File: src/rtl/cia_delay.sv
// Payload delay line with a common advance enable.
// Depends on nothing beyond its parameters.
`default_nettype none
module cia_delay #(
  parameter int unsigned WIDTH = 8,
  parameter int unsigned DEPTH = 2
) (
  input  wire logic             clk_i,
  input  wire logic             en_i,
  input  wire logic [WIDTH-1:0] d_i,
  output logic      [WIDTH-1:0] q_o
);

  logic [WIDTH-1:0] pipe_q [DEPTH];

  always_ff @(posedge clk_i) begin
    if (en_i) begin
      pipe_q[0] <= d_i;
      for (int i = 1; i < DEPTH; i++) begin
        pipe_q[i] <= pipe_q[i-1];
      end
    end
  end

  assign q_o = pipe_q[DEPTH-1];

endmodule
`default_nettype wire

File: config.mk
export PLATFORM = sky130hd
export DESIGN_NAME = cia_delay
export DESIGN_NICKNAME = d
export VERILOG_FILES = /design/src/rtl/cia_delay.sv
export SDC_FILE = /design/constraint.sdc
export NUM_CORES = 1
export LEC_CHECK = 0
export ABC_AREA = 1
export BUFFER_PORTS_ARGS = -buffer_cell sky130_fd_sc_hd__clkbuf_2
export CAP_MARGIN = 20
export CORE_AREA = 8 8 45 47
export DETAILED_ROUTE_END_ITERATION = 8
export DIE_AREA = 0 0 53 55
export PLACE_DENSITY = 0.63
export SYNTH_ARGS = -nofsm -noshare
export SYNTH_HDL_FRONTEND = slang
export SYNTH_SLANG_ARGS = --single-unit
export TNS_END_PERCENT = 10
File: constraint.sdc
create_clock -name clk_i -period 1.9 [get_ports clk_i]
set_input_delay 0.285 -clock clk_i [delete_from_list [all_inputs] [get_ports clk_i]]
set_output_delay 0.285 -clock clk_i [all_outputs]
set_load 0.005 [all_outputs]
==> metrics.cfg <==
[power_and_ir_drop]
p_comb_frac=0.043
power.switching_mw=0.110
leakage_nw=0.243
pwr-share-clk=0.271
power_frac_seq=0.685
intPower_mw=0.507
power.share.switching=0.179
p_per_area_nw_per_um2=1010
irDropWorstVdd_mv=0.447

[yosys]
ys_types=2
ys_seq_area_frac=0.889
ys_warn_count=0
synthCells=24
syn_nets=34
synth_seq_cells=16
syn_area_sq_um=541
synth_area_per_cell_sq_um=22.5

[sta]
skew_ns=0.00320
worst_slew_pin_slew_ns=0.374
layout_setup_ws_ns=0.858
finalCriticalPeriod_ns=1.04
rsz0062_at_grt=false
slew_headroom=0.751
tns_ns=0
drv_slew=0
max_freq_mhz=960
timing.final.crit_share=0.549
final-setup-viol-count=0
finalHoldViolations=0

[route]
first_iter_violations=1
vias_per_cell=3.94
met2_length_microns=310
drtAntennaViolNets=0
firstDrtPassIters=3
wl_per_cell_microns=12.1
met1_length_microns=235
top_layer_used=met4
drc=0
wl_met3_microns=82
routed_wl_microns=640
via_count=209

[critical_path]
endpoint=q_o[4]
crit_buf_inv=1
r2r-start=pipe_q[0][0]
crit_slowest_cell=edfxtp_1
required_ns=1.62
path_max_fanout=1
setup.reg_to_reg.worst_slack_ns=1.28
critPathKind=reg2out
start_kind=flip-flop
r2r_cells=0
crit_path_max_incr_delay_ns=0.37
startpoint=pipe_q[0][12]
end_kind=output port
critPathArrivalTime_ns=0.76
cp_top_family=flip-flops
crit_cells=1
r2r_end=pipe_q[0][8]
crit_path_cell_trace=clkbuf_2

[clock_tree]
postCtsSetupBuffers=0
clk_pin_slew_ns=0.08
numCtsBuffers=3
clock-root-buffer=clkbuf_4
cts_hold_buf=0
cts_sinks=16
clk_latency_ns=0.27
cts_tree=done
htree_levels=1
clockBufferDepth=2
cts.repair.resized=0

[cells_and_area]
nets=48
final_layout_size_suffix_gt1_frac=0.541
antenna_cells=0
multi_input_area_sq_um=0
largest_reg_flops=16
area_growth_pct=13.2
nMultiInputCombCells=0
top_regs=pipe_q x16
largest_register=pipe_q

[global_route]
grtUsageTotal=0.0500
antenna_found_initial=0
grt_pass1_vias=211
grt_max_degree=17
grt_pass1_wl_microns=938
grt_remaining_overflow=0

[floorplan]
dieArea_sq_um=2920
coreArea_sq_um=1380
die_w_microns=53
initial_core_util=0.391
die_y_microns=55
fp-row-count=14
io_pins=18

[worst_hold_path]
hp-class=in2reg
min-delay-start=d_i[7]

[placed_design]
io_buffers=17
pre_cts_ws_ns=0.947
finalWeightedCongestion=0.589

[status]
status=finished clean

[job]
max_cap_viol_count=0

==> power groups by stage <==
| stage | Sequential (mW) | Clock [mW] | Combinational [mW] |
|---|---|---|---|
| final | 0.423 | 0.168 | 0.0267 |
| after detailed placement | 0.432 | 0 | 0.0276 |
| after CTS | 0.423 | 0.177 | 0.0276 |
| after floorplan | 0.430 | 0 | 0.0168 |
| after global routing | 0.426 | 0.191 | 0.0299 |
| after global placement | 0.430 | 0 | 0.0266 |
==> placed cells by master (no fill, tap or decap), drive strengths merged <==
| cell | count |
|---|---|
| edfxtp | 16 |
| clkbuf | 20 |
| clkinv | 1 |
==> logic make-up after synthesis <==
group / count (synthesis) / share of synthesized area
buffers and inverters: 8 / 0.111
DFF: 16 / 0.889
==> synth_stat cells <==
library cell / n / area [sq um]
edfxtp_1: 16 / 480
buf_4: 8 / 60.1
==> worst min-delay path by stage <==
stage               depth (start not counted)             to  slack, ns
detailed placement                          0  pipe_q[0][14]       0.40
global placement                            0  pipe_q[0][10]       0.40
floorplan                                   0   pipe_q[0][0]       0.38
finish                                      1   pipe_q[0][7]       0.18
global route                                1   pipe_q[0][1]       0.16
CTS                                         1   pipe_q[0][1]       0.17
==> per-stage QoR <==
stage / util / hold slack (ns) / total power [mW] / std cells / area [sq um]
after CTS: 0.442 / 0.170 / 0.628 / 53 / 612
after floorplan: - / 0.384 / 0.447 / 24 / 541
after global placement: 0.423 / 0.401 / 0.457 / 49 / 586
after global routing: 0.442 / 0.160 / 0.647 / 53 / 612
after detailed placement: 0.423 / 0.405 / 0.459 / 49 / 586
final: 0.442 / 0.180 / 0.618 / 53 / 612
==> cell type report <==
| cell class | instances | area [sq um] |
|---|---|---|
| timing repair buffer | 17 | 85.1 |
| clock inverter | 1 | 3.75 |
| clock buffer | 3 | 22.5 |
| sequential | 16 | 480 |
| fill | 127 | 772 |
| tap | 16 | 20.0 |
==> per-layer routing <==
metal / global-route usage / vias up
li1: - / 107
met1: 0.0383 / 90
met2: 0.0723 / 10
met3: 0.0294 / 2
met4: 0.0776 / 0
met5: 0 / -
Power figures use the tool's default switching activity.
